<file path="src/hw/rtl/assert_macros.svh">
// Assertion macros shared by the RTL files of the radix converter.
// No dependencies; define NO_ASSERTIONS to compile them away.
`ifndef ASSERT_MACROS_SVH
`define ASSERT_MACROS_SVH
`ifndef NO_ASSERTIONS
// Antecedent implies consequent in the same cycle.
`define ASSERT_SAME(lbl, clk, rst_n, ante, cons, msg) \
	lbl: assert property (@(posedge clk) disable iff (!rst_n) (ante) |-> (cons)) \
	else $error(msg);
// Antecedent implies consequent in the next cycle.
`define ASSERT_NEXT(lbl, clk, rst_n, ante, cons, msg) \
	lbl: assert property (@(posedge clk) disable iff (!rst_n) (ante) |=> (cons)) \
	else $error(msg);
`else
`define ASSERT_SAME(lbl, clk, rst_n, ante, cons, msg)
`define ASSERT_NEXT(lbl, clk, rst_n, ante, cons, msg)
`endif
`endif

</file>
<file path="src/hw/rtl/u2a_pkg.sv">
// Package for the unsigned-to-ASCII radix converter: constants, state type
// and the digit-to-character function. No dependencies.
package u2a_pkg;

	localparam int VALUE_BITS_DEF = 32;
	localparam int OP_W = 2;
	localparam int FIELD_W = 32;
	localparam int CHAR_W = 7;
	localparam int DIGIT_W = 4;
	localparam int STORE_DEPTH = 10;

	// floor(x / 10) == (x * RECIP_MULT) >> RECIP_SHIFT for every x below 2**32
	localparam logic [31:0] RECIP_MULT = 32'hCCCC_CCCD;
	localparam int RECIP_SHIFT = 35;
	localparam int RADIX_DEC = 10;

	localparam logic [CHAR_W-1:0] ASCII_ZERO = 7'd48;
	localparam logic [CHAR_W-1:0] ASCII_LOWER_A = 7'd97;
	localparam logic [CHAR_W-1:0] ASCII_UPPER_A = 7'd65;

	typedef enum logic [1:0] {
		IDLE,
		MUL,
		SPLIT,
		EMIT
	} u2a_state_t;

	function automatic logic [CHAR_W-1:0] digit_to_ascii(input logic [DIGIT_W-1:0] d,
			input logic upper);
		logic [CHAR_W-1:0] base;
		base = upper ? ASCII_UPPER_A : ASCII_LOWER_A;
		if (d < DIGIT_W'(RADIX_DEC)) begin
			return ASCII_ZERO + CHAR_W'(d);
		end else begin
			return base + CHAR_W'(d) - CHAR_W'(RADIX_DEC);
		end
	endfunction

endpackage

</file>
<file path="src/hw/rtl/u2a_if.sv">
// Valid/ready channels of the radix converter: number in, characters out.
// Depends on u2a_pkg for the field widths.
interface u2a_in_if;
	logic valid;
	logic ready;
	logic [u2a_pkg::OP_W-1:0] operation;
	logic [u2a_pkg::FIELD_W-1:0] value;
	modport source (output valid, output operation, output value, input ready);
	modport sink (input valid, input operation, input value, output ready);
endinterface

interface u2a_out_if;
	logic valid;
	logic ready;
	logic [u2a_pkg::CHAR_W-1:0] character;
	logic last;
	modport source (output valid, output character, output last, input ready);
	modport sink (input valid, input character, input last, output ready);
endinterface

</file>
<file path="src/hw/rtl/unsigned_to_ascii_radix.sv">
// Unsigned binary to ASCII decimal / hex converter, top level.
// Depends on u2a_pkg, u2a_if.sv and assert_macros.svh.
// The block accepts a number, then per digit does a reciprocal multiply and then quotient and
// remainder in decimal, or a shift in hex, then emits one character per cycle while chars.ready is high.
// One number at a time; reset clears sequencer and counters, not the digit store.
`include "assert_macros.svh"

module unsigned_to_ascii_radix #(
	parameter int VALUE_BITS = u2a_pkg::VALUE_BITS_DEF
) (
	input logic clk,
	input logic arst_n,
	u2a_in_if.sink number,
	u2a_out_if.source chars
);

	localparam int W = (VALUE_BITS < u2a_pkg::FIELD_W) ? VALUE_BITS : u2a_pkg::FIELD_W;
	localparam int PROD_W = W + 32;
	localparam int DEPTH = u2a_pkg::STORE_DEPTH;
	localparam int IDX_W = $clog2(DEPTH);
	localparam int CNT_W = $clog2(DEPTH + 1);
	localparam int DW = u2a_pkg::DIGIT_W;

	u2a_pkg::u2a_state_t state_q, state_d;

	logic [W-1:0] rem_q;
	logic [PROD_W-1:0] prod_q;
	logic hex_q;
	logic upper_q;
	logic [CNT_W-1:0] cnt_q;
	logic [IDX_W-1:0] idx_q;
	logic [DW-1:0] digits_q [DEPTH];

	logic [W-1:0] dec_quot;
	logic [W-1:0] dec_ten;
	logic [DW-1:0] dec_digit;
	logic [W-1:0] quot_d;
	logic [DW-1:0] digit_d;
	logic split_done;
	logic in_fire;
	logic out_fire;

	// Quotient and remainder from the registered reciprocal product in decimal, by a shift in hex
	assign dec_quot = W'(prod_q >> u2a_pkg::RECIP_SHIFT);
	assign dec_ten = W'({dec_quot, 3'b000}) + W'({dec_quot, 1'b0});
	assign dec_digit = DW'(rem_q - dec_ten);
	assign quot_d = hex_q ? (rem_q >> DW) : dec_quot;
	assign digit_d = hex_q ? rem_q[DW-1:0] : dec_digit;
	assign split_done = (quot_d == '0) || (cnt_q == CNT_W'(DEPTH - 1));

	assign in_fire = number.valid && number.ready;
	assign out_fire = chars.valid && chars.ready;

	always_comb begin
		state_d = state_q;
		unique case (state_q)
			u2a_pkg::IDLE: begin
				if (number.valid) begin
					state_d = (number.operation != '0) ? u2a_pkg::SPLIT : u2a_pkg::MUL;
				end
			end
			u2a_pkg::MUL: begin
				state_d = u2a_pkg::SPLIT;
			end
			u2a_pkg::SPLIT: begin
				if (split_done) begin
					state_d = u2a_pkg::EMIT;
				end else begin
					state_d = hex_q ? u2a_pkg::SPLIT : u2a_pkg::MUL;
				end
			end
			u2a_pkg::EMIT: begin
				if (chars.ready && idx_q == '0) begin
					state_d = u2a_pkg::IDLE;
				end
			end
			default: begin
				state_d = u2a_pkg::IDLE;
			end
		endcase
	end

	always_comb begin
		number.ready = (state_q == u2a_pkg::IDLE);
		chars.valid = (state_q == u2a_pkg::EMIT);
		chars.character = u2a_pkg::digit_to_ascii(digits_q[idx_q], upper_q);
		chars.last = (idx_q == '0);
	end

	always_ff @(posedge clk or negedge arst_n) begin
		if (!arst_n) begin
			state_q <= u2a_pkg::IDLE;
			cnt_q <= '0;
			idx_q <= '0;
		end else begin
			state_q <= state_d;
			if (in_fire) begin
				cnt_q <= '0;
			end else if (state_q == u2a_pkg::SPLIT) begin
				cnt_q <= cnt_q + CNT_W'(1);
				if (split_done) begin
					// top digit sits at the slot just written
					idx_q <= cnt_q[IDX_W-1:0];
				end
			end else if (out_fire && idx_q != '0) begin
				idx_q <= idx_q - IDX_W'(1);
			end
		end
	end

	// Datapath: no reset needed
	always_ff @(posedge clk) begin
		if (in_fire) begin
			rem_q <= number.value[W-1:0];
			hex_q <= (number.operation != '0);
			upper_q <= number.operation[1];
		end else if (state_q == u2a_pkg::MUL) begin
			prod_q <= PROD_W'(rem_q) * PROD_W'(u2a_pkg::RECIP_MULT);
		end else if (state_q == u2a_pkg::SPLIT) begin
			rem_q <= quot_d;
			digits_q[cnt_q[IDX_W-1:0]] <= digit_d;
		end
	end

	`ASSERT_SAME(a_one_side, clk, arst_n, chars.valid, !number.ready, "ready while emitting")
	`ASSERT_NEXT(a_start, clk, arst_n, in_fire, state_q != u2a_pkg::IDLE, "accept left idle")
	`ASSERT_NEXT(a_finish, clk, arst_n, out_fire && chars.last, state_q == u2a_pkg::IDLE, "no idle")
	`ASSERT_SAME(a_count, clk, arst_n, state_q == u2a_pkg::SPLIT, cnt_q < CNT_W'(DEPTH), "digit store overrun")

endmodule
</file>
<file path="src/flat_wrapper.sv">
// flat-port wrapper written by rule: the top's interface ports become plain ports
module unsigned_to_ascii_radix_flat 
#(
	parameter int VALUE_BITS = u2a_pkg::VALUE_BITS_DEF
)
  (clk, arst_n, number_valid, number_operation, number_value, number_ready, chars_valid, chars_character, chars_last, chars_ready);
  u2a_in_if number_i ();
  u2a_out_if chars_i ();
  input logic clk;
  input logic arst_n;
  input wire logic [$bits(number_i.valid)-1:0] number_valid;
  input wire logic [$bits(number_i.operation)-1:0] number_operation;
  input wire logic [$bits(number_i.value)-1:0] number_value;
  output wire logic [$bits(number_i.ready)-1:0] number_ready;
  output wire logic [$bits(chars_i.valid)-1:0] chars_valid;
  output wire logic [$bits(chars_i.character)-1:0] chars_character;
  output wire logic [$bits(chars_i.last)-1:0] chars_last;
  input wire logic [$bits(chars_i.ready)-1:0] chars_ready;
  assign number_i.valid = number_valid;
  assign number_i.operation = number_operation;
  assign number_i.value = number_value;
  assign number_ready = number_i.ready;
  assign chars_valid = chars_i.valid;
  assign chars_character = chars_i.character;
  assign chars_last = chars_i.last;
  assign chars_i.ready = chars_ready;
  unsigned_to_ascii_radix #(.VALUE_BITS(VALUE_BITS)) u_core (.clk(clk), .arst_n(arst_n), .number(number_i), .chars(chars_i));
endmodule
</file>
<file path="config.mk">
export PLATFORM = sky130hd
export DESIGN_NAME = unsigned_to_ascii_radix_flat
export DESIGN_NICKNAME = d
export VERILOG_FILES = /design/src/hw/rtl/u2a_pkg.sv /design/src/hw/rtl/u2a_if.sv /design/src/hw/rtl/unsigned_to_ascii_radix.sv /design/src/flat_wrapper.sv
export VERILOG_INCLUDE_DIRS = /design/src /design/src/hw/rtl
export SDC_FILE = /design/constraint.sdc
export NUM_CORES = 1
export LEC_CHECK = 0
export BUFFER_PORTS_ARGS = -buffer_cell sky130_fd_sc_hd__clkbuf_2
export CAP_MARGIN = 30
export CORE_UTILIZATION = 45
export CTS_CLUSTER_DIAMETER = 30
export DETAILED_ROUTE_END_ITERATION = 12
export SLEW_MARGIN = 20
export SYNTH_ARGS = -nofsm -noshare
export SYNTH_HDL_FRONTEND = slang
export SYNTH_SLANG_ARGS = --single-unit
export TNS_END_PERCENT = 30
</file>
<file path="constraint.sdc">
create_clock -name clk -period 7.8 [get_ports clk]
set_input_delay 0.39 -clock clk [delete_from_list [all_inputs] [get_ports clk]]
set_output_delay 0.39 -clock clk [all_outputs]
set_load 0.02 [all_outputs]
</file>
==> flow_metrics.env <==
export IMPL_status="completed"
export IMPL_hold_depth=1
export IMPL_synth_top_family_by_area="adder cells"
export IMPL_numClockSinks=113
export IMPL_finalCritPeriodShare_pct=97.1
export IMPL_synth_xor_xnor_area_share_pct=3.09
export IMPL_root_buffer="clkbuf_16"
export IMPL_yosysSeqAreaShare_pct=15.1
export IMPL_chipHeight_um=224
export IMPL_wl_met2_um=31400
export IMPL_yosysWarnings=0
export IMPL_nFillCells=4468
export IMPL_cts_tree="done"
export IMPL_hpwl_um=60700
export IMPL_grt_overflow_total=0
export IMPL_hold_class="in -> reg"
export IMPL_final_cell_count_no_fill=2932
export IMPL_synth_nets=2915
export IMPL_finalHoldViolations=0
export IMPL_syn2layout_area_growth_pct=10.3
export IMPL_drtIter0Drc=1099
export IMPL_vias=15674
export IMPL_met1_length_um=28800
export IMPL_synthCells=2134
export IMPL_clk_pin_slew_ns=0.05
export IMPL_grt_total_usage_pct=28.3
export IMPL_antenna_found_initial=1
export IMPL_fin_nets=3044
export IMPL_end_kind="flop"
export IMPL_slew_viol_final=0
export IMPL_cp_arrival_ns=7.79
export IMPL_grt_pass1_vias=16709
export IMPL_ys_types=70
export IMPL_max_slew_margin_pct=43.3
export IMPL_wl_met3_um=3500
export IMPL_syn_avg_cell_area_sq_um=10.4
export IMPL_top_layer="met4"
export IMPL_synthAdderAreaFrac_pct=55.1
export IMPL_clockBufferDepth=2
export IMPL_final_common_cell="inv_1"
export IMPL_die_area_sq_um=50100
export IMPL_cp_max_fo=6
export IMPL_grt_max_degree=45
export IMPL_wl_per_cell_um=22.9
export IMPL_rsz0062_at_grt="true"
export IMPL_finClkSkew_ns=0.00893
export IMPL_n_antenna_cell=0
export IMPL_num_rows=80
export IMPL_fin_crit_ns=7.58
export IMPL_routed_wl_um=67200
export IMPL_synth_async_reset_ratio_pct=8.85
export IMPL_routed_via_density=5.35
export IMPL_final_antenna_net_count=0
export IMPL_synth_compound_area_share_pct=8.02
export IMPL_drive_above_1_share_pct=9.45
export IMPL_layout_common_cells="inv_1, fa_1, ha_1"
export IMPL_core_area_sq_um=48100
export IMPL_grt_pass1_wl_um=103000
export IMPL_place_congestion=1.00
export IMPL_worstMarginPinSlew_ns=0.850
export IMPL_setup_worst_path_class="reg -> reg"
export IMPL_synth_edf_count=103
export IMPL_die_w_um=224
export IMPL_start_util_pct=46.0
export IMPL_ys_ff_latch=113
export IMPL_ys_flop_type="edfxtp_1"
export IMPL_worstRegToRegCells=20
export IMPL_syn_area_sq_um=22100
export IMPL_fmax_mhz=132
export IMPL_drc_errors=0
export IMPL_critPathRequiredTime_ns=8.01
export IMPL_io_buffers=47
export IMPL_dr_pass1_iters=5
export IMPL_synthMuxAreaShare_pct=2.45
export IMPL_maxCapViolations=0
export IMPL_setup_viol=0
export IMPL_dp_cells=2889
export IMPL_cts_buffers=17
export IMPL_clock_latency_ns=0.41
export IMPL_startpoint_type="flop"
export IMPL_htree_levels=4
export IMPL_yosys_area_share_simple_pct=6.09
export IMPL_ios=48
sequential cells by signal, indices dropped and copies added (netlist names):
register and flops:
u_core.rem_q 32, u_core.idx_q 4, u_core.prod_q 29, u_core.hex_q 1, u_core.cnt_q 4, u_core.state_q 2
u_core.digits_q 40, u_core.upper_q 1
repair_timing:
item,in CTS,in global routing
setup endpoints to repair,0,12
gates resized for setup,0,8
buffers inserted,0,7
hold buffers,1,0
hold endpoints to repair,10,0
synthesized netlist by cell type, types with 18 or more instances:
cell      number  area share, %
xor2_1        40            1.6
clkbuf_1      31           0.53
o21ai_0       72            1.6
ha_1         357             20
nor2_1        53           0.90
inv_1        562            9.5
a21o_1        36            1.2
edfxtp_1     103             14
nand2_1      116            2.0
and2_1        18           0.51
xnor2_1       38            1.5
mux2i_1       34            1.5
fa_1         386             35
a21oi_1       77            1.7
final cells by class:
class	count	area, sq um	share of cell area [%]
Clock inverter	15	158	0.645
Tap cell	656	821	3.36
Inverter	562	2110	8.64
Timing Repair Buffer	146	973	3.99
Clock buffer	17	425	1.74
Sequential cell	113	3340	13.7
Multi-Input combinational cell	1423	16600	67.9
critical path: stages, from the launching register on:
cell       delay [ns]
edfxtp_1         0.56
ha_1             0.62
ha_1             0.36
fa_1             0.51
inv_1            0.08
fa_1             0.54
inv_1            0.06
fa_1             0.49
fa_1             0.57
fa_1             0.44
fa_1             0.46
ha_1             0.38
a21oi_1          0.19
o21ai_0          0.16
a221o_2          0.42
a2111o_1         0.28
a31o_2           0.30
a311oi_4         0.32
o31ai_4          0.12
mux2i_1          0.15
a2111oi_2        0.35
path summary, 6_finish.rpt:
path                                           from                 to  slack (ns)
worst max-delay path               u_core.rem_q[25]  u_core.prod_q[56]        0.22
worst min-delay path            number_operation[1]     u_core.upper_q        0.18
min in group asynchronous                    arst_n  u_core.state_q[1]        0.39
worst max register to register     u_core.rem_q[25]  u_core.prod_q[56]        0.22
worst min register to register    u_core.state_q[0]  u_core.state_q[0]        0.59
max in group asynchronous                    arst_n    u_core.cnt_q[3]        7.20
through the flow:
| step | cell area [sq um] | utilization, % | hold slack (ns) | setup slack (ns) | setup TNS (ns) |
|---|---|---|---|---|---|
| 6_report | 24400 | 50.7 | 0.184 | 0.223 | 0 |
| 5_1_grt | 24400 | 50.7 | 0.167 | -0.0981 | -0.151 |
| 2_1_floorplan | 22100 | - | 0.0944 | 0.791 | 0 |
| 3_5_place_dp | 23700 | 49.3 | 0.274 | 0.156 | 0 |
| 4_1_cts | 24300 | 50.5 | 0.168 | 0.113 | 0 |
| 3_3_place_gp | 23700 | 49.3 | 0.269 | 0.0984 | 0 |
kinds of logic after synthesis:
| family | Yosys count |
|---|---|
| AO/OA/AOI/OAI | 273 |
| XOR/XNOR | 78 |
| adder cells (fa/ha/maj) | 743 |
| buffers and inverters | 598 |
| flip-flops | 113 |
| multiplexers | 44 |
| AND/OR/NAND/NOR | 285 |
routing by layer:
metal,GRT usage [%],up-vias
met3,3.65,98
met2,46.3,457
li1,-,7127
met4,12.1,0
met1,37.9,7992
met5,0,-
Power is left out: the tool's default activity adds up to more than one toggle a clock period on the data nets, which glitch-free logic cannot reach.
